--- config.mk ---
export PLATFORM = sky130hd
export DESIGN_NAME = signed_joint_angle_between_frames
export DESIGN_NICKNAME = d
export VERILOG_FILES = /design/src/rtl/core/sja_pkg.sv /design/src/rtl/core/sja_ctrl.sv /design/src/rtl/core/sja_dp.sv /design/src/rtl/core/signed_joint_angle_between_frames.sv
export VERILOG_INCLUDE_DIRS = /design/src /design/src/rtl/core
export SDC_FILE = /design/constraint.sdc
export NUM_CORES = 2
export LEC_CHECK = 0
export CAP_MARGIN = 40
export CORE_MARGIN = 1.5
export CORE_UTILIZATION = 35
export DETAILED_ROUTE_END_ITERATION = 10
export DONT_BUFFER_PORTS = 1
export PLACE_DENSITY_LB_ADDON = 0.1
export SLEW_MARGIN = 20
export SYNTH_ARGS = -nofsm -noshare
export SYNTH_HDL_FRONTEND = slang
export SYNTH_SLANG_ARGS = --single-unit
--- constraint.sdc ---
create_clock -name clk -period 25.3 [get_ports clk]
set_input_delay 3.795 -clock clk [delete_from_list [all_inputs] [get_ports clk]]
set_output_delay 3.795 -clock clk [all_outputs]
set_load 0.01 [all_outputs]
--- src/rtl/core/signed_joint_angle_between_frames_macros.svh ---
// ----------------------------------------------------------------------------
// Signed joint angle assertion macros
// Shared concurrent assertion forms for the joint angle block.
// ----------------------------------------------------------------------------
`ifndef SIGNED_JOINT_ANGLE_BETWEEN_FRAMES_MACROS_SVH
`define SIGNED_JOINT_ANGLE_BETWEEN_FRAMES_MACROS_SVH

// same-cycle implication
`define SJA_ASSERT_SAME(label, clk_s, rst_s, ante, cons) \
  label: assert property (@(posedge clk_s) disable iff (rst_s) (ante) |-> (cons)) \
    else $error("joint angle check failed");

// next-cycle implication
`define SJA_ASSERT_NEXT(label, clk_s, rst_s, ante, cons) \
  label: assert property (@(posedge clk_s) disable iff (rst_s) (ante) |=> (cons)) \
    else $error("joint angle check failed");

`endif

--- src/rtl/core/sja_pkg.sv ---
// ----------------------------------------------------------------------------
// Joint angle package
// Types, constants, microcode and angle table for the joint angle block.
// ----------------------------------------------------------------------------
`timescale 1ns / 1ps
`default_nettype none

package sja_pkg;

  localparam int CW          = 16;
  localparam int AFB         = 13;
  localparam int CORDIC_ITER = 16;
  localparam int ITER        = (CORDIC_ITER > 32) ? 32 : CORDIC_ITER;
  localparam int ITW         = (ITER > 1) ? $clog2(ITER) : 1;
  localparam int FRAC        = CW - 2;
  localparam int ACC_W       = CW + 6;
  localparam int COR_W       = CW + 8;
  localparam int ANG_W       = 35;
  localparam int GAIN_W      = 31;
  localparam int OUT_W       = 16;
  localparam int PC_W        = 5;

  localparam logic [GAIN_W-1:0]      INV_GAIN = 31'd652032874;
  localparam logic signed [ANG_W-1:0] PI_Q30  = 35'sd3373259426;

  localparam logic [2:0] SLOT_NORMAL = 3'd6;

  localparam logic [PC_W-1:0] PC_SUM_LAST = 5'd5;
  localparam logic [PC_W-1:0] PC_AB_FIRST = 5'd6;
  localparam logic [PC_W-1:0] PC_AB_LAST  = 5'd17;
  localparam logic [PC_W-1:0] PC_C_FIRST  = 5'd18;
  localparam logic [PC_W-1:0] PC_C_LAST   = 5'd29;

  typedef enum logic [3:0] {
    ST_IDLE, ST_SUM, ST_PICK, ST_CROSS_AB, ST_ZCHK, ST_CROSS_C,
    ST_CLOAD, ST_CITER, ST_CGAIN, ST_FINISH
  } state_t;

  typedef enum logic [2:0] {V_N, V_A, V_B, V_P0, V_P1, V_C} vsel_t;

  typedef enum logic [2:0] {D_S, D_P0, D_P1, D_C, D_D, D_E} dest_t;

  typedef enum logic [1:0] {J_MAG1, J_MAG2, J_ANG} job_t;

  typedef struct packed {
    vsel_t      va;
    logic [1:0] ia;
    vsel_t      vb;
    logic [1:0] ib;
    logic       sub;
    logic       first;
    logic       last;
    dest_t      dest;
    logic [1:0] oi;
  } mstep_t;

  typedef struct packed {
    logic            load_vec;
    logic            load_n;
    logic            mac;
    logic [PC_W-1:0] pc;
    logic            axis_set;
    logic [1:0]      axis_val;
    logic            axis_pick;
    logic            cor_load;
    job_t            job;
    logic            cor_step;
    logic [ITW-1:0]  iter;
    logic            gain;
    logic            out_angle;
    logic            out_zero;
  } cmd_t;

  typedef struct packed {
    logic plane_zero;
  } stat_t;

  function automatic logic [30:0] atan_q30(input logic [4:0] i);
    logic [30:0] r;
    unique case (i)
      5'd0:  r = 31'd843314857;
      5'd1:  r = 31'd497837830;
      5'd2:  r = 31'd263043837;
      5'd3:  r = 31'd133525159;
      5'd4:  r = 31'd67021687;
      5'd5:  r = 31'd33543516;
      5'd6:  r = 31'd16775851;
      5'd7:  r = 31'd8388437;
      5'd8:  r = 31'd4194283;
      5'd9:  r = 31'd2097149;
      5'd10: r = 31'd1048576;
      5'd11: r = 31'd524288;
      5'd12: r = 31'd262144;
      5'd13: r = 31'd131072;
      5'd14: r = 31'd65536;
      5'd15: r = 31'd32768;
      5'd16: r = 31'd16384;
      5'd17: r = 31'd8192;
      5'd18: r = 31'd4096;
      5'd19: r = 31'd2048;
      5'd20: r = 31'd1024;
      5'd21: r = 31'd512;
      5'd22: r = 31'd256;
      5'd23: r = 31'd128;
      5'd24: r = 31'd64;
      5'd25: r = 31'd32;
      5'd26: r = 31'd16;
      5'd27: r = 31'd8;
      5'd28: r = 31'd4;
      5'd29: r = 31'd2;
      5'd30: r = 31'd1;
      default: r = 31'd0;
    endcase
    return r;
  endfunction

  function automatic mstep_t mk(input vsel_t va, input logic [1:0] ia,
                                input vsel_t vb, input logic [1:0] ib,
                                input logic sub, input logic first,
                                input logic last, input dest_t dest,
                                input logic [1:0] oi);
    mstep_t m;
    m.va = va; m.ia = ia; m.vb = vb; m.ib = ib;
    m.sub = sub; m.first = first; m.last = last; m.dest = dest; m.oi = oi;
    return m;
  endfunction

  function automatic mstep_t cross_step(input logic [2:0] k, input vsel_t a,
                                        input vsel_t b, input dest_t d);
    mstep_t m;
    unique case (k)
      3'd0:    m = mk(a, 2'd1, b, 2'd2, 1'b0, 1'b1, 1'b0, d, 2'd0);
      3'd1:    m = mk(a, 2'd2, b, 2'd1, 1'b1, 1'b0, 1'b1, d, 2'd0);
      3'd2:    m = mk(a, 2'd2, b, 2'd0, 1'b0, 1'b1, 1'b0, d, 2'd1);
      3'd3:    m = mk(a, 2'd0, b, 2'd2, 1'b1, 1'b0, 1'b1, d, 2'd1);
      3'd4:    m = mk(a, 2'd0, b, 2'd1, 1'b0, 1'b1, 1'b0, d, 2'd2);
      default: m = mk(a, 2'd1, b, 2'd0, 1'b1, 1'b0, 1'b1, d, 2'd2);
    endcase
    return m;
  endfunction

  function automatic mstep_t dot_step(input logic [1:0] k, input vsel_t a,
                                      input vsel_t b, input dest_t d);
    return mk(a, k, b, k, 1'b0, k == 2'd0, k == 2'd2, d, 2'd0);
  endfunction

  function automatic mstep_t micro(input logic [PC_W-1:0] pc);
    mstep_t     m;
    logic [1:0] i;
    if (pc <= PC_SUM_LAST) begin
      i = (pc < 5'd3) ? pc[1:0] : 2'(pc - 5'd3);
      m = mk((pc < 5'd3) ? V_A : V_B, i, V_N, i, 1'b0, pc == 5'd0,
             pc == PC_SUM_LAST, D_S, 2'd0);
    end else if (pc <= 5'd11) begin
      m = cross_step(3'(pc - 5'd6), V_N, V_A, D_P0);
    end else if (pc <= PC_AB_LAST) begin
      m = cross_step(3'(pc - 5'd12), V_N, V_B, D_P1);
    end else if (pc <= 5'd23) begin
      m = cross_step(3'(pc - 5'd18), V_P0, V_P1, D_C);
    end else if (pc <= 5'd26) begin
      m = dot_step(2'(pc - 5'd24), V_P0, V_P1, D_D);
    end else begin
      m = dot_step(2'(pc - 5'd27), V_N, V_C, D_E);
    end
    return m;
  endfunction

endpackage

`default_nettype wire

--- src/rtl/core/sja_ctrl.sv ---
// ----------------------------------------------------------------------------
// Joint angle controller
// Sequences the multiply-accumulate microcode and the shared CORDIC jobs.
// ----------------------------------------------------------------------------
`timescale 1ns / 1ps
`default_nettype none

module sja_ctrl (
  input  wire logic         clk,
  input  wire logic         rst,
  input  wire logic         start,
  input  wire logic [2:0]   slot,
  input  wire sja_pkg::stat_t st,
  output sja_pkg::cmd_t     cmd,
  output logic              busy
);
  import sja_pkg::*;

  state_t          state, state_next;
  logic [PC_W-1:0] pc, pc_next;
  logic [1:0]      ax, ax_next;
  logic [ITW-1:0]  it, it_next;
  job_t            job, job_next;

  always_ff @(posedge clk) begin
    if (rst) begin
      state <= ST_IDLE;
      pc    <= '0;
      ax    <= '0;
      it    <= '0;
      job   <= J_MAG1;
    end else begin
      state <= state_next;
      pc    <= pc_next;
      ax    <= ax_next;
      it    <= it_next;
      job   <= job_next;
    end
  end

  always_comb begin
    state_next = state;
    pc_next    = pc;
    ax_next    = ax;
    it_next    = it;
    job_next   = job;
    cmd        = '0;
    cmd.pc     = pc;
    cmd.job    = job;
    cmd.iter   = it;
    busy       = 1'b1;
    unique case (state)
      ST_IDLE: begin
        busy = 1'b0;
        if (start) begin
          if (slot < SLOT_NORMAL) begin
            cmd.load_vec = 1'b1;
          end else if (slot == SLOT_NORMAL) begin
            cmd.load_n = 1'b1;
            pc_next    = '0;
            ax_next    = '0;
            state_next = ST_SUM;
          end
        end
      end
      ST_SUM: begin
        cmd.mac      = 1'b1;
        cmd.axis_set = 1'b1;
        cmd.axis_val = ax;
        if (pc == PC_SUM_LAST) begin
          pc_next = '0;
          if (ax == 2'd2) begin
            state_next = ST_PICK;
          end else begin
            ax_next = ax + 2'd1;
          end
        end else begin
          pc_next = pc + 5'd1;
        end
      end
      ST_PICK: begin
        cmd.axis_pick = 1'b1;
        pc_next       = PC_AB_FIRST;
        state_next    = ST_CROSS_AB;
      end
      ST_CROSS_AB: begin
        cmd.mac = 1'b1;
        if (pc == PC_AB_LAST) begin
          state_next = ST_ZCHK;
        end else begin
          pc_next = pc + 5'd1;
        end
      end
      ST_ZCHK: begin
        if (st.plane_zero) begin
          cmd.out_zero = 1'b1;
          state_next   = ST_IDLE;
        end else begin
          pc_next    = PC_C_FIRST;
          state_next = ST_CROSS_C;
        end
      end
      ST_CROSS_C: begin
        cmd.mac = 1'b1;
        if (pc == PC_C_LAST) begin
          job_next   = J_MAG1;
          state_next = ST_CLOAD;
        end else begin
          pc_next = pc + 5'd1;
        end
      end
      ST_CLOAD: begin
        cmd.cor_load = 1'b1;
        it_next      = '0;
        state_next   = ST_CITER;
      end
      ST_CITER: begin
        cmd.cor_step = 1'b1;
        if (it == ITW'(ITER - 1)) begin
          it_next    = '0;
          state_next = (job == J_ANG) ? ST_FINISH : ST_CGAIN;
        end else begin
          it_next = it + 1'b1;
        end
      end
      ST_CGAIN: begin
        cmd.gain   = 1'b1;
        job_next   = (job == J_MAG1) ? J_MAG2 : J_ANG;
        state_next = ST_CLOAD;
      end
      ST_FINISH: begin
        cmd.out_angle = 1'b1;
        state_next    = ST_IDLE;
      end
      default: state_next = ST_IDLE;
    endcase
  end

endmodule

`default_nettype wire

--- src/rtl/core/sja_dp.sv ---
// ----------------------------------------------------------------------------
// Joint angle datapath
// Vector store, shared multiply-accumulate, CORDIC stage and result registers.
// ----------------------------------------------------------------------------
`timescale 1ns / 1ps
`default_nettype none

module sja_dp (
  input  wire logic                     clk,
  input  wire logic                     rst,
  input  wire logic [2:0]               slot,
  input  wire logic signed [sja_pkg::CW-1:0] comp_x,
  input  wire logic signed [sja_pkg::CW-1:0] comp_y,
  input  wire logic signed [sja_pkg::CW-1:0] comp_z,
  input  wire sja_pkg::cmd_t            cmd,
  output sja_pkg::stat_t                st,
  output logic signed [sja_pkg::OUT_W-1:0] joint_angle,
  output logic [1:0]                    axis_chosen,
  output logic                          done
);
  import sja_pkg::*;

  localparam logic signed [ACC_W-1:0] CMAX = ACC_W'((64'sd1 <<< (CW - 1)) - 64'sd1);
  localparam logic signed [ACC_W-1:0] CMIN = -CMAX - ACC_W'(1);
  localparam logic signed [ANG_W-1:0] RND  = ANG_W'(1) <<< (29 - AFB);
  localparam logic signed [ANG_W-1:0] OMAX = ANG_W'((64'sd1 <<< (OUT_W - 1)) - 64'sd1);
  localparam logic signed [ANG_W-1:0] OMIN = -OMAX - ANG_W'(1);

  logic signed [CW-1:0]    vec [18];
  logic signed [CW-1:0]    nv [3];
  logic signed [CW-1:0]    p0 [3];
  logic signed [CW-1:0]    p1 [3];
  logic signed [CW-1:0]    cv [3];
  logic signed [ACC_W-1:0] s [3];
  logic signed [ACC_W-1:0] acc, dacc, eacc;
  logic [1:0]              axis;
  logic signed [COR_W-1:0] cx, cy, mreg;
  logic signed [ANG_W-1:0] cz;
  logic                    dneg;

  mstep_t                  ms;
  logic [1:0]              axis_eff, pick;
  logic [4:0]              vidx, slot_base;
  vsel_t                   vs;
  logic [1:0]              vi;
  logic signed [CW-1:0]    vrd, opa, opb, satv;
  logic signed [2*CW-1:0]  prod;
  logic signed [ACC_W-1:0] term, accn;
  logic signed [COR_W-1:0] xs, ys, ce0, ce1, ce2, dext;
  logic signed [ANG_W-1:0] at, zf, zr, q, qn;
  logic signed [COR_W+GAIN_W:0] gp;

  assign ms       = micro(cmd.pc);
  assign axis_eff = cmd.axis_set ? cmd.axis_val : axis;

  always_comb begin
    if (ms.va == V_A || ms.va == V_B) begin
      vs = ms.va;
      vi = ms.ia;
    end else begin
      vs = ms.vb;
      vi = ms.ib;
    end
    vidx = ((vs == V_B) ? 5'd9 : 5'd0) + 5'({axis_eff, 1'b0}) + 5'(axis_eff)
           + 5'(vi);
    vrd  = vec[vidx];
  end

  always_comb begin
    unique case (ms.va)
      V_N:      opa = nv[ms.ia];
      V_A, V_B: opa = vrd;
      V_P0:     opa = p0[ms.ia];
      V_P1:     opa = p1[ms.ia];
      V_C:      opa = cv[ms.ia];
      default:  opa = '0;
    endcase
    unique case (ms.vb)
      V_N:      opb = nv[ms.ib];
      V_A, V_B: opb = vrd;
      V_P0:     opb = p0[ms.ib];
      V_P1:     opb = p1[ms.ib];
      V_C:      opb = cv[ms.ib];
      default:  opb = '0;
    endcase
  end

  always_comb begin
    prod = opa * opb;
    term = ACC_W'(prod >>> FRAC);
    accn = (ms.first ? ACC_W'(0) : acc) + (ms.sub ? -term : term);
    if (accn > CMAX) begin
      satv = CMAX[CW-1:0];
    end else if (accn < CMIN) begin
      satv = CMIN[CW-1:0];
    end else begin
      satv = accn[CW-1:0];
    end
  end

  always_comb begin
    if (s[0] < s[1] && s[0] < s[2]) begin
      pick = 2'd0;
    end else if (s[1] < s[0] && s[1] < s[2]) begin
      pick = 2'd1;
    end else begin
      pick = 2'd2;
    end
  end

  assign st.plane_zero = (p0[0] == '0 && p0[1] == '0 && p0[2] == '0) ||
                         (p1[0] == '0 && p1[1] == '0 && p1[2] == '0);

  assign slot_base = 5'({slot, 1'b0}) + 5'(slot);

  always_ff @(posedge clk) begin
    if (rst) begin
      for (int k = 0; k < 18; k++) begin
        vec[k] <= '0;
      end
    end else if (cmd.load_vec) begin
      vec[slot_base]         <= comp_x;
      vec[slot_base + 5'd1]  <= comp_y;
      vec[slot_base + 5'd2]  <= comp_z;
    end
  end

  always_ff @(posedge clk) begin
    if (cmd.load_n) begin
      nv[0] <= comp_x;
      nv[1] <= comp_y;
      nv[2] <= comp_z;
    end
    if (cmd.axis_set) begin
      axis <= cmd.axis_val;
    end else if (cmd.axis_pick) begin
      axis <= pick;
    end
    if (cmd.mac) begin
      acc <= accn;
      if (ms.last) begin
        unique case (ms.dest)
          D_S:     s[axis_eff] <= accn;
          D_P0:    p0[ms.oi]   <= satv;
          D_P1:    p1[ms.oi]   <= satv;
          D_C:     cv[ms.oi]   <= satv;
          D_D:     dacc        <= accn;
          D_E:     eacc        <= accn;
          default: ;
        endcase
      end
    end
  end

  // CORDIC vectoring stage, one iteration per cycle
  always_comb begin
    ce0  = COR_W'(cv[0]);
    ce1  = COR_W'(cv[1]);
    ce2  = COR_W'(cv[2]);
    dext = COR_W'(dacc);
    xs   = cx >>> cmd.iter;
    ys   = cy >>> cmd.iter;
    at   = ANG_W'(atan_q30(5'(cmd.iter)));
    gp   = cx * $signed({1'b0, INV_GAIN});
  end

  always_ff @(posedge clk) begin
    if (cmd.cor_load) begin
      cz <= '0;
      unique case (cmd.job)
        J_MAG1: begin
          cx <= (ce0 < 0) ? -ce0 : ce0;
          cy <= ce1;
        end
        J_MAG2: begin
          cx <= mreg;
          cy <= ce2;
        end
        default: begin
          cx   <= (dext < 0) ? -dext : dext;
          cy   <= mreg;
          dneg <= dacc < 0;
        end
      endcase
    end else if (cmd.cor_step) begin
      if (!cy[COR_W-1]) begin
        cx <= cx + ys;
        cy <= cy - xs;
        cz <= cz + at;
      end else begin
        cx <= cx - ys;
        cy <= cy + xs;
        cz <= cz - at;
      end
    end
    if (cmd.gain) begin
      mreg <= COR_W'(gp >>> 30);
    end
  end

  always_comb begin
    zf = dneg ? PI_Q30 - cz : cz;
    zr = zf + RND;
    q  = zr >>> (30 - AFB);
    qn = (eacc < 0) ? -q : q;
  end

  always_ff @(posedge clk) begin
    if (cmd.out_angle) begin
      axis_chosen <= axis;
      if (qn > OMAX) begin
        joint_angle <= OMAX[OUT_W-1:0];
      end else if (qn < OMIN) begin
        joint_angle <= OMIN[OUT_W-1:0];
      end else begin
        joint_angle <= qn[OUT_W-1:0];
      end
    end else if (cmd.out_zero) begin
      axis_chosen <= axis;
      joint_angle <= '0;
    end
  end

  always_ff @(posedge clk) begin
    if (rst) begin
      done <= 1'b0;
    end else begin
      done <= cmd.out_angle | cmd.out_zero;
    end
  end

endmodule

`default_nettype wire

--- src/rtl/core/signed_joint_angle_between_frames.sv ---
// ----------------------------------------------------------------------------
// Signed joint angle between frames
// Top level: controller and datapath for the signed angle about a normal.
// ----------------------------------------------------------------------------
// A transaction is taken when start is high and busy is low. Slots 0 to 5
// store one axis vector and leave busy low; slot 7 is dropped. A slot 6
// transaction (the normal) raises busy and runs the computation on one
// shared 16x16 multiply-accumulate unit and one CORDIC stage, and ends
// early when a plane normal is zero. The result then shows on joint_angle
// and axis_chosen for exactly one cycle with done high; there is no
// back-pressure, so the receiver must capture it in that cycle.
`timescale 1ns / 1ps
`default_nettype none

`include "signed_joint_angle_between_frames_macros.svh"

module signed_joint_angle_between_frames (
  input  wire logic                           clk,
  input  wire logic                           rst,
  input  wire logic                           start,
  output logic                                busy,
  input  wire logic [2:0]                     slot,
  input  wire logic signed [sja_pkg::CW-1:0]  comp_x,
  input  wire logic signed [sja_pkg::CW-1:0]  comp_y,
  input  wire logic signed [sja_pkg::CW-1:0]  comp_z,
  output logic                                done,
  output logic signed [sja_pkg::OUT_W-1:0]    joint_angle,
  output logic [1:0]                          axis_chosen
);
  import sja_pkg::*;

  cmd_t  cmd;
  stat_t st;

  sja_ctrl u_ctrl (
    .clk   (clk),
    .rst   (rst),
    .start (start),
    .slot  (slot),
    .st    (st),
    .cmd   (cmd),
    .busy  (busy)
  );

  sja_dp u_dp (
    .clk         (clk),
    .rst         (rst),
    .slot        (slot),
    .comp_x      (comp_x),
    .comp_y      (comp_y),
    .comp_z      (comp_z),
    .cmd         (cmd),
    .st          (st),
    .joint_angle (joint_angle),
    .axis_chosen (axis_chosen),
    .done        (done)
  );

  `SJA_ASSERT_SAME(a_done_idle, clk, rst, done, !busy)
  `SJA_ASSERT_NEXT(a_normal_busy, clk, rst, start && !busy && slot == SLOT_NORMAL, busy)
  `SJA_ASSERT_NEXT(a_load_quiet, clk, rst, start && !busy && slot != SLOT_NORMAL, !done)
  `SJA_ASSERT_SAME(a_axis_legal, clk, rst, done, axis_chosen != 2'd3)

endmodule

`default_nettype wire
Yosys cells after proc, flatten, opt, wreduce, memory -nomap -nowiden
Memories as Yosys holds them, arrays and structs flattened. A register that Yosys moved wholly into a read port is not among the register bits. Index checks and enable logic that the tools add are counted.

Register bits after elaboration: 212. RAM bits: 546. Memory bits (read-only): 480. Bits of input ports: 54. Output and inout port bits: 20. Logic and storage cells: 303. Memories kept: 7.

Memories: (name not given) (depth 16, width 30, rd ports 1, clocked after Yosys merged registers in 1, write ports 0, RTL line sja_pkg.sv:80) `unique case (i)`; u_dp.vec (depth 18, width 16, rd ports 1, clocked after Yosys merged registers in 0, write ports 18, RTL line sja_dp.sv:29) `logic signed [CW-1:0] vec [18];`; u_dp.s (depth 3, width 22, rd ports 3, clocked after Yosys merged registers in 0, write ports 1, RTL line sja_dp.sv:34) `logic signed [ACC_W-1:0] s [3];`; u_dp.cv (depth 3, width 16, rd ports 5, clocked after Yosys merged registers in 0, write ports 1, RTL line sja_dp.sv:33) `logic signed [CW-1:0] cv [3];`; u_dp.nv (depth 3, width 16, rd ports 2, clocked after Yosys merged registers in 0, write ports 3, RTL line sja_dp.sv:30) `logic signed [CW-1:0] nv [3];`; u_dp.p0 (depth 3, width 16, rd ports 5, clocked after Yosys merged registers in 0, write ports 1, RTL line sja_dp.sv:31) `logic signed [CW-1:0] p0 [3];`; +1 memories.

Add/subtract/negate cells: 28. $mul: 2. $lt $le $gt $ge: 18. Equal/unequal tests: 59. Shift operators: 2. Muxes and demuxes: 122. Bitwise operators: 2. Reductions and logical operators: 46.

Operators by type and width (count): 15-bit case mux with 5 select lines (3); 24-bit two-way mux (8); 16-bit case mux with 5 select lines (2); 16-bit two-way mux (9); 35-bit two-way mux (3); 16-bit logical NOT (6); 24-bit case mux with 2 select lines (2); 22-bit less-than comparator (4); 18-bit two-way mux (4); 24-bit by 30-bit multiplier with 53-bit output, second input constant (1); 5-bit two-way mux (10); 24-bit adder (2); 4-bit two-way mux (12); 16-bit OR reduction (3); 24-bit by 4-bit >>> shifter with 24-bit output (2); 24-bit subtractor (2); 22-bit by 1-bit less-than comparator with 1-bit output, second input constant (2); 22-bit two-way mux (2); 3-bit by 2-bit equality test with 1-bit output, second input constant (13); 1-bit two-way mux (39); 2-bit two-way mux (19); 4-bit case mux with 9 select lines (1); 35-bit by 18-bit adder with 35-bit output, second input constant (1); 35-bit by 32-bit adder with 35-bit output (1); 63 further kinds (128).

Depth between registers and ports, before layout
An unclocked memory read counts as a cell.

Depth after elaboration: 24. Mapped depth: 76. Gate-level depth less buffers: 67.

Cells and area by module
From an unflattened synthesis, not the netlist that was laid out.

Cell total of the unflattened synthesis: 9095. Area total of the unflattened synthesis: 86315.3 sq um.

Modules (own cells, without submodules): sja_dp (times used 1, cells each 8943, area each 85165.4 sq um, seq. area each 29428.2 sq um); sja_ctrl (times used 1, cells each 152, area each 1149.9 sq um, seq. area each 340.3 sq um).

Least setup slack after synthesis
Ideal clock, no wire load.

Path kind: register to register. Start point: register u_ctrl.pc[2]. End point: memory u_dp.cv[0][5] (data pin). Setup time: 313 ps. Arrival: 16304 ps. Required time: 24987 ps. Setup slack: 8683 ps. Stages on the path, launching flop included: 65. Buffers on the path: 9. Clock period less this slack: 16617 ps. Cell sequence: dfxtp_1 -> buf_4 -> clkbuf_1 -> inv_1 -> ha_1 -> and4b_1 -> a211oi_2 -> a21oi_1 -> nand2_1 -> a32o_1 -> buf_6 -> buf_4 -> clkbuf_1 -> inv_1 -> fa_1 -> inv_1 -> ha_1 -> inv_1 -> [... 29 more ...] -> nand3_2 -> nor4_1 -> nor2_1 -> xor2_1 -> ha_1 -> and3_1 -> a21oi_1 -> o21ai_0 -> nor4_1 -> nor3_1 -> and4_1 -> a2111oi_0 -> nor3_1 -> xor2_1 -> or4_1 -> nor3_1 -> clkbuf_1 -> o2bb2ai_1.

Word-level cells in the longest chain between the ends: 23. Elaborated cells on any way between the ends: 73. Classes of those cells: add/sub (8); mul (1); order compare (8); eq/ne (23); mux (19); reduce/logical (9); memory (5).

RTL lines: from (decl) (RTL line sja_ctrl.sv:20) `logic [PC_W-1:0] pc, pc_next;`; from (signal assigned) (RTL line sja_ctrl.sv:34) `pc <= pc_next;`; 5-bit less-or-equal comparator (RTL line sja_pkg.sv:160) `end else if (pc <= 5'd26) begin`; 17-bit two-way mux (RTL line sja_pkg.sv:160); 18-bit two-way mux (RTL line sja_pkg.sv:158) `end else if (pc <= 5'd23) begin`; 18-bit two-way mux (RTL line sja_pkg.sv:156) `end else if (pc <= PC_AB_LAST) begin`; 18-bit two-way mux (RTL line sja_pkg.sv:154) `end else if (pc <= 5'd11) begin`; 18-bit two-way mux * (RTL line sja_pkg.sv:150) `if (pc <= PC_SUM_LAST) begin`; 3-bit by 1-bit equality test with 1-bit output or 3-bit by 2-bit equality test with 1-bit output (tied branches) (RTL line sja_dp.sv:57, sja_dp.sv:70); 1-bit logical OR (RTL line sja_dp.sv:57) `if (ms.va == V_A || ms.va == V_B) begin`; [... 9 more ...]; 18-bit negator with 22-bit output (RTL line sja_dp.sv:91) `accn = (ms.first ? ACC_W'(0) : acc) + (ms.sub ? -term : term);`; 22-bit two-way mux (RTL line sja_dp.sv:91); 22-bit adder * (RTL line sja_dp.sv:91); via u_dp.accn[18] (RTL line sja_dp.sv:48) `logic signed [ACC_W-1:0] term, accn;`; 22-bit by 16-bit less-than comparator with 1-bit output (RTL line sja_dp.sv:94) `end else if (accn < CMIN) begin`; 16-bit two-way mux (RTL line sja_dp.sv:94); 16-bit two-way mux * (RTL line sja_dp.sv:92) `if (accn > CMAX) begin`; via u_dp.satv[5] (RTL line sja_dp.sv:46) `logic signed [CW-1:0] vrd, opa, opb, satv;`; to (decl) (RTL line sja_dp.sv:33).

Mark *: on every way through the listed nets, which the timed path passes. The rest lies on a longest branch.

Worst setup path after layout
Start point: register u_ctrl.pc[2]. End point: memory u_dp.p1[3][1] (data pin).

Word-level cells in the longest chain between the ends: 23. Elaborated cells on any way between the ends: 73. Classes of those cells: add/sub (8); mul (1); order compare (8); eq/ne (23); mux (19); reduce/logical (9); memory (5).

RTL lines: 5-bit less-or-equal comparator (RTL line sja_pkg.sv:160); 17-bit two-way mux (RTL line sja_pkg.sv:160); 18-bit two-way mux (RTL line sja_pkg.sv:158); 18-bit two-way mux (RTL line sja_pkg.sv:156); 18-bit two-way mux (RTL line sja_pkg.sv:154); 18-bit two-way mux * (RTL line sja_pkg.sv:150); 3-bit by 1-bit equality test with 1-bit output or 3-bit by 2-bit equality test with 1-bit output (tied branches) (RTL line sja_dp.sv:57, sja_dp.sv:70); 1-bit logical OR (RTL line sja_dp.sv:57); [... 9 more ...]; 18-bit negator with 22-bit output (RTL line sja_dp.sv:91); 22-bit two-way mux (RTL line sja_dp.sv:91); 22-bit adder * (RTL line sja_dp.sv:91); via u_dp.accn[20] (RTL line sja_dp.sv:48); 22-bit by 16-bit less-than comparator with 1-bit output (RTL line sja_dp.sv:94); 16-bit two-way mux (RTL line sja_dp.sv:94); 16-bit two-way mux * (RTL line sja_dp.sv:92); via u_dp.satv[1] (RTL line sja_dp.sv:46); to (decl) (RTL line sja_dp.sv:32) `logic signed [CW-1:0] p1 [3];`.

Marked as above.

==> impl_metrics.prom <==
# TYPE chip_impl_metric gauge
chip_impl_metric{name="post_synth.cell_area_avg",unit="um2"} 10.1
chip_impl_metric{name="cp.required",unit="ns"} 25.76
chip_impl_info{name="grt_busiest_layer",value="met2"} 1
chip_impl_metric{name="post_cts_resized",unit=""} 0
chip_impl_metric{name="synth-seq-area-share",unit="%"} 35.1
chip_impl_metric{name="finalClockSkew",unit="ns"} 0.0596
chip_impl_metric{name="dr.first_iter.drc_count",unit=""} 6196
chip_impl_metric{name="grt_antenna_before_repair",unit=""} 15
chip_impl_metric{name="post_drt_via_cell_ratio",unit=""} 5.60
chip_impl_info{name="ctsRootBufferMaster",value="sky130_fd_sc_hd__clkbuf_16"} 1
chip_impl_metric{name="max_slew_margin",unit="%"} 36.8
chip_impl_metric{name="vias",unit=""} 65695
chip_impl_info{name="hp-class",value="register to register"} 1
chip_impl_metric{name="synth_area",unit="um2"} 86400
chip_impl_metric{name="grt_pass1_vias",unit=""} 65685
chip_impl_metric{name="yosys_warning_total",unit=""} 0
chip_impl_info{name="setup.worst_path.end_class",value="register"} 1
chip_impl_metric{name="fin_setup_tns",unit="ns"} 0
chip_impl_metric{name="worstSkewPairLatency",unit="ns"} 0.82
chip_impl_metric{name="simple_gate_share_of_the_synthesized_area",unit="%"} 11.4
chip_impl_metric{name="route.detailed.wl_per_inst",unit="um"} 27.3
chip_impl_metric{name="pin_count_of_the_biggest_net_entering_global_routing",unit=""} 72
chip_impl_info{name="critical_path_class",value="register to register"} 1
chip_impl_info{name="synth_ff_type",value="sky130_fd_sc_hd__edfxtp_1"} 1
chip_impl_metric{name="area_growth_syn_to_layout",unit="%"} 10.7
chip_impl_metric{name="globalRouteMet2Util",unit="%"} 42.3
chip_impl_metric{name="synthXorXnorAreaFrac",unit="%"} 3.07
chip_impl_metric{name="utilization",unit="%"} 38.9
chip_impl_metric{name="max-cap-violations",unit=""} 0
chip_impl_metric{name="layout.nets",unit=""} 9553
chip_impl_metric{name="preCtsSetupSlack",unit="ns"} 5.73
chip_impl_metric{name="achievable-frequency",unit="GHz"} 0.0509
chip_impl_info{name="critical-path-top-cell-by-count",value="sky130_fd_sc_hd__inv_1"} 1
chip_impl_metric{name="synth.mux.area_fraction",unit="%"} 10.1
chip_impl_metric{name="drt.antenna.violating_nets",unit=""} 0
chip_impl_metric{name="tritoncts_num_sinks",unit=""} 1038
chip_impl_metric{name="post-cts-setup-buffer-count",unit=""} 0
chip_impl_metric{name="final_max_slew_viol_count",unit=""} 0
chip_impl_metric{name="detailedPlacementHpwl",unit="um"} 231000
chip_impl_metric{name="crit_arrival",unit="ns"} 20.09
chip_impl_metric{name="globalplace.congestion",unit=""} 0.892
chip_impl_metric{name="netlist_instances",unit=""} 8520
chip_impl_metric{name="synth_adder_area_share",unit="%"} 20.8
chip_impl_metric{name="layout_min_cycle_time",unit="ns"} 19.63
chip_impl_metric{name="routed_wl",unit="um"} 321000
chip_impl_metric{name="cts_hold_buffers",unit=""} 0
chip_impl_metric{name="synth_async_sr_flop_share",unit="%"} 0
chip_impl_info{name="synth_area_leader_cell",value="sky130_fd_sc_hd__edfxtp_1"} 1
chip_impl_metric{name="globalRouteMet3Util",unit="%"} 4.25
chip_impl_info{name="start_kind",value="register"} 1
chip_impl_metric{name="std_cell_rows",unit=""} 182
chip_impl_metric{name="yosysUniqueCellTypes",unit=""} 104
chip_impl_metric{name="ys_ff_latch",unit=""} 1038
chip_impl_info{name="cp_slowest_cell",value="sky130_fd_sc_hd__dfxtp_1"} 1
chip_impl_metric{name="cpPeakStageDelay",unit="ns"} 0.85
chip_impl_info{name="rsz_0062_raised_after_global_routing",value="no"} 1
chip_impl_metric{name="cts_max_path_buffers",unit=""} 3
chip_impl_metric{name="numCtsBuffers",unit=""} 132
chip_impl_metric{name="dieWidth",unit="um"} 500
chip_impl_info{name="ys_top_cells_by_count",value="sky130_fd_sc_hd__edfxtp_1 (956), sky130_fd_sc_hd__inv_1 (860), sky130_fd_sc_hd__nand2_1 (857)"} 1
chip_impl_metric{name="overflow",unit=""} 0
chip_impl_info{name="yosys.cell_count.top_type",value="sky130_fd_sc_hd__edfxtp_1"} 1
chip_impl_info{name="tritoncts",value="built"} 1
chip_impl_metric{name="buffer_ports.inserted",unit=""} 0
chip_impl_metric{name="yosys.area.top_type_share",unit="%"} 33.2
chip_impl_metric{name="clkSlewWorstSetupHoldPaths",unit="ns"} 0.06
chip_impl_info{name="synth_top_family_by_area",value="adder cells"} 1
chip_impl_info{name="yosys-top-cells-area",value="sky130_fd_sc_hd__edfxtp_1 (33%), sky130_fd_sc_hd__fa_1 (13%), sky130_fd_sc_hd__ha_1 (7.6%), sky130_fd_sc_hd__mux2i_1 (4.9%), sky130_fd_sc_hd__mux4_2 (4.4%)"} 1
chip_impl_metric{name="grt_util_all_layers",unit="%"} 25.4
chip_impl_metric{name="timing.hold.ws",unit="ns"} 0.479
chip_impl_metric{name="floorplan.die.height",unit="um"} 500
chip_impl_metric{name="die-area",unit="um2"} 250000
chip_impl_metric{name="synth-compound-area-share",unit="%"} 13.3
chip_impl_metric{name="first_pass_iters",unit=""} 6
chip_impl_metric{name="timing.final.crit_share",unit="%"} 77.6
chip_impl_metric{name="max_fo_critical_path",unit=""} 38
chip_impl_metric{name="cts_h_tree_lvls",unit=""} 4
chip_impl_metric{name="synth_edf_count",unit=""} 956
chip_impl_metric{name="hold_viol",unit=""} 0
chip_impl_metric{name="design.core.area",unit="um2"} 246000
chip_impl_metric{name="global_route.usage.met1",unit="%"} 32.9
chip_impl_metric{name="tightestPinTransition",unit="ns"} 0.943
chip_impl_metric{name="io_pins",unit=""} 74
chip_impl_metric{name="wire_length_of_the_first_global_routing_pass",unit="um"} 464000
chip_impl_metric{name="route.detailed.drc",unit=""} 0
chip_impl_metric{name="final_setup_vio_count",unit=""} 0
chip_impl_info{name="outcome",value="finished, final reports clean"} 1
chip_impl_metric{name="final_layout_size_suffix_gt1_share",unit="%"} 9.65
chip_impl_metric{name="initial_core_utilization",unit="%"} 35.1
chip_impl_metric{name="fin_ws",unit="ns"} 5.67
-- cells by family after synthesis --
kind of cell             after synthesis
AO/OA/AOI/OAI                       1846
other                                  1
AND/OR/NAND/NOR                     2164
XOR/XNOR                             303
adder cells (fa/ha/maj)             1095
buffers and inverters               1419
multiplexers                         654
flip-flops                          1038
-- placed cells by master (no fill, tap or decap), types with 27 or more instances in the layout --
cell	count
sky130_fd_sc_hd__nand3_1	92
sky130_fd_sc_hd__a31oi_1	36
sky130_fd_sc_hd__xor2_1	91
sky130_fd_sc_hd__o211ai_1	72
sky130_fd_sc_hd__conb_1	48
sky130_fd_sc_hd__clkbuf_16	133
sky130_fd_sc_hd__mux2i_1	426
sky130_fd_sc_hd__nand2_1	855
sky130_fd_sc_hd__and3_1	27
sky130_fd_sc_hd__buf_4	210
sky130_fd_sc_hd__dfxtp_1	76
sky130_fd_sc_hd__a21oi_1	505
sky130_fd_sc_hd__o21a_1	36
sky130_fd_sc_hd__nor3_1	104
sky130_fd_sc_hd__fa_1	566
sky130_fd_sc_hd__and2_1	206
sky130_fd_sc_hd__nand2b_1	47
sky130_fd_sc_hd__edfxtp_1	956
sky130_fd_sc_hd__o21ai_0	551
sky130_fd_sc_hd__nand4_1	31
sky130_fd_sc_hd__nor2b_1	35
sky130_fd_sc_hd__nor2_1	531
sky130_fd_sc_hd__a21o_1	81
sky130_fd_sc_hd__xnor2_1	210
sky130_fd_sc_hd__nor4_1	49
sky130_fd_sc_hd__inv_1	858
sky130_fd_sc_hd__ha_1	526
sky130_fd_sc_hd__mux4_2	169
sky130_fd_sc_hd__clkbuf_1	32
sky130_fd_sc_hd__a22oi_1	214
sky130_fd_sc_hd__o31ai_1	56
sky130_fd_sc_hd__a211oi_1	51
sky130_fd_sc_hd__mux2_2	59
sky130_fd_sc_hd__or2_2	30
sky130_fd_sc_hd__or3_1	38
-- per-layer routing --
layer | vias up | wire, um
met2 | 2437 | 153000
met4 | 22 | 13100
met1 | 32986 | 133000
met3 | 510 | 21200
li1 | 29740 | -
met5 | - | 139
-- final timing paths --
kind,startpoint,endpoint,slack [ns],cells past startpoint
worst min register to register,u_dp.cz[3]$_SDFFE_PP0P_,u_dp.cz[3]$_SDFFE_PP0P_,0.48,2
worst max-delay path,u_ctrl.pc[2]$_SDFFE_PP0P_,u_dp.p1[3][1]$_DFFE_PP_,5.67,61
worst max register to register,u_ctrl.pc[2]$_SDFFE_PP0P_,u_dp.p1[3][1]$_DFFE_PP_,5.67,61
worst min-delay path,u_dp.cz[3]$_SDFFE_PP0P_,u_dp.cz[3]$_SDFFE_PP0P_,0.48,2
-- final cells by class --
| class | instances | area (um2) |
|---|---|---|
| sequential | 1038 | 30400 |
| timing repair buffer | 261 | 2480 |
| antenna | 8 | 20.0 |
| clock inverter | 68 | 773 |
| fill | 24034 | 150000 |
| inverter | 862 | 3240 |
| multi-input combinational | 6110 | 51200 |
| clock buffer | 168 | 3490 |
| tap | 3220 | 4030 |
-- state kept, by name, summed over array words and instances (netlist names), 24 cells and up --
register   cells
u_dp.cv       64
u_dp.at       29
u_dp.p1       64
u_dp.cy       24
u_dp.p0       64
u_dp.cx       24
u_dp.vec     512
u_dp.mreg     24
u_dp.s        66
u_dp.cz       35
u_dp.nv       48
-- metrics by stage --
| stage | instance area [um2] | std cells |
|---|---|---|
| floorplan | 86500 | 8567 |
| global placement | 90300 | 11430 |
| detailed placement | 91200 | 11480 |
| CTS | 95400 | 11716 |
| global route | 95600 | 11730 |
| finish | 95600 | 11735 |
-- critical path, delay by kind of cell, from the launching register on --
| kind | cells | cell delay (ns) |
|---|---|---|
| fa+ha+maj | 12 | 5.30 |
| compound gates | 14 | 4.18 |
| simple gates | 18 | 3.95 |
| buf+inv | 12 | 2.60 |
| mux | 3 | 1.79 |
| flops | 1 | 0.85 |
| xor+xnor | 2 | 0.47 |
Power is not shown: default switching activity piles up to over one toggle a cycle in this logic, so the estimate is an artifact.
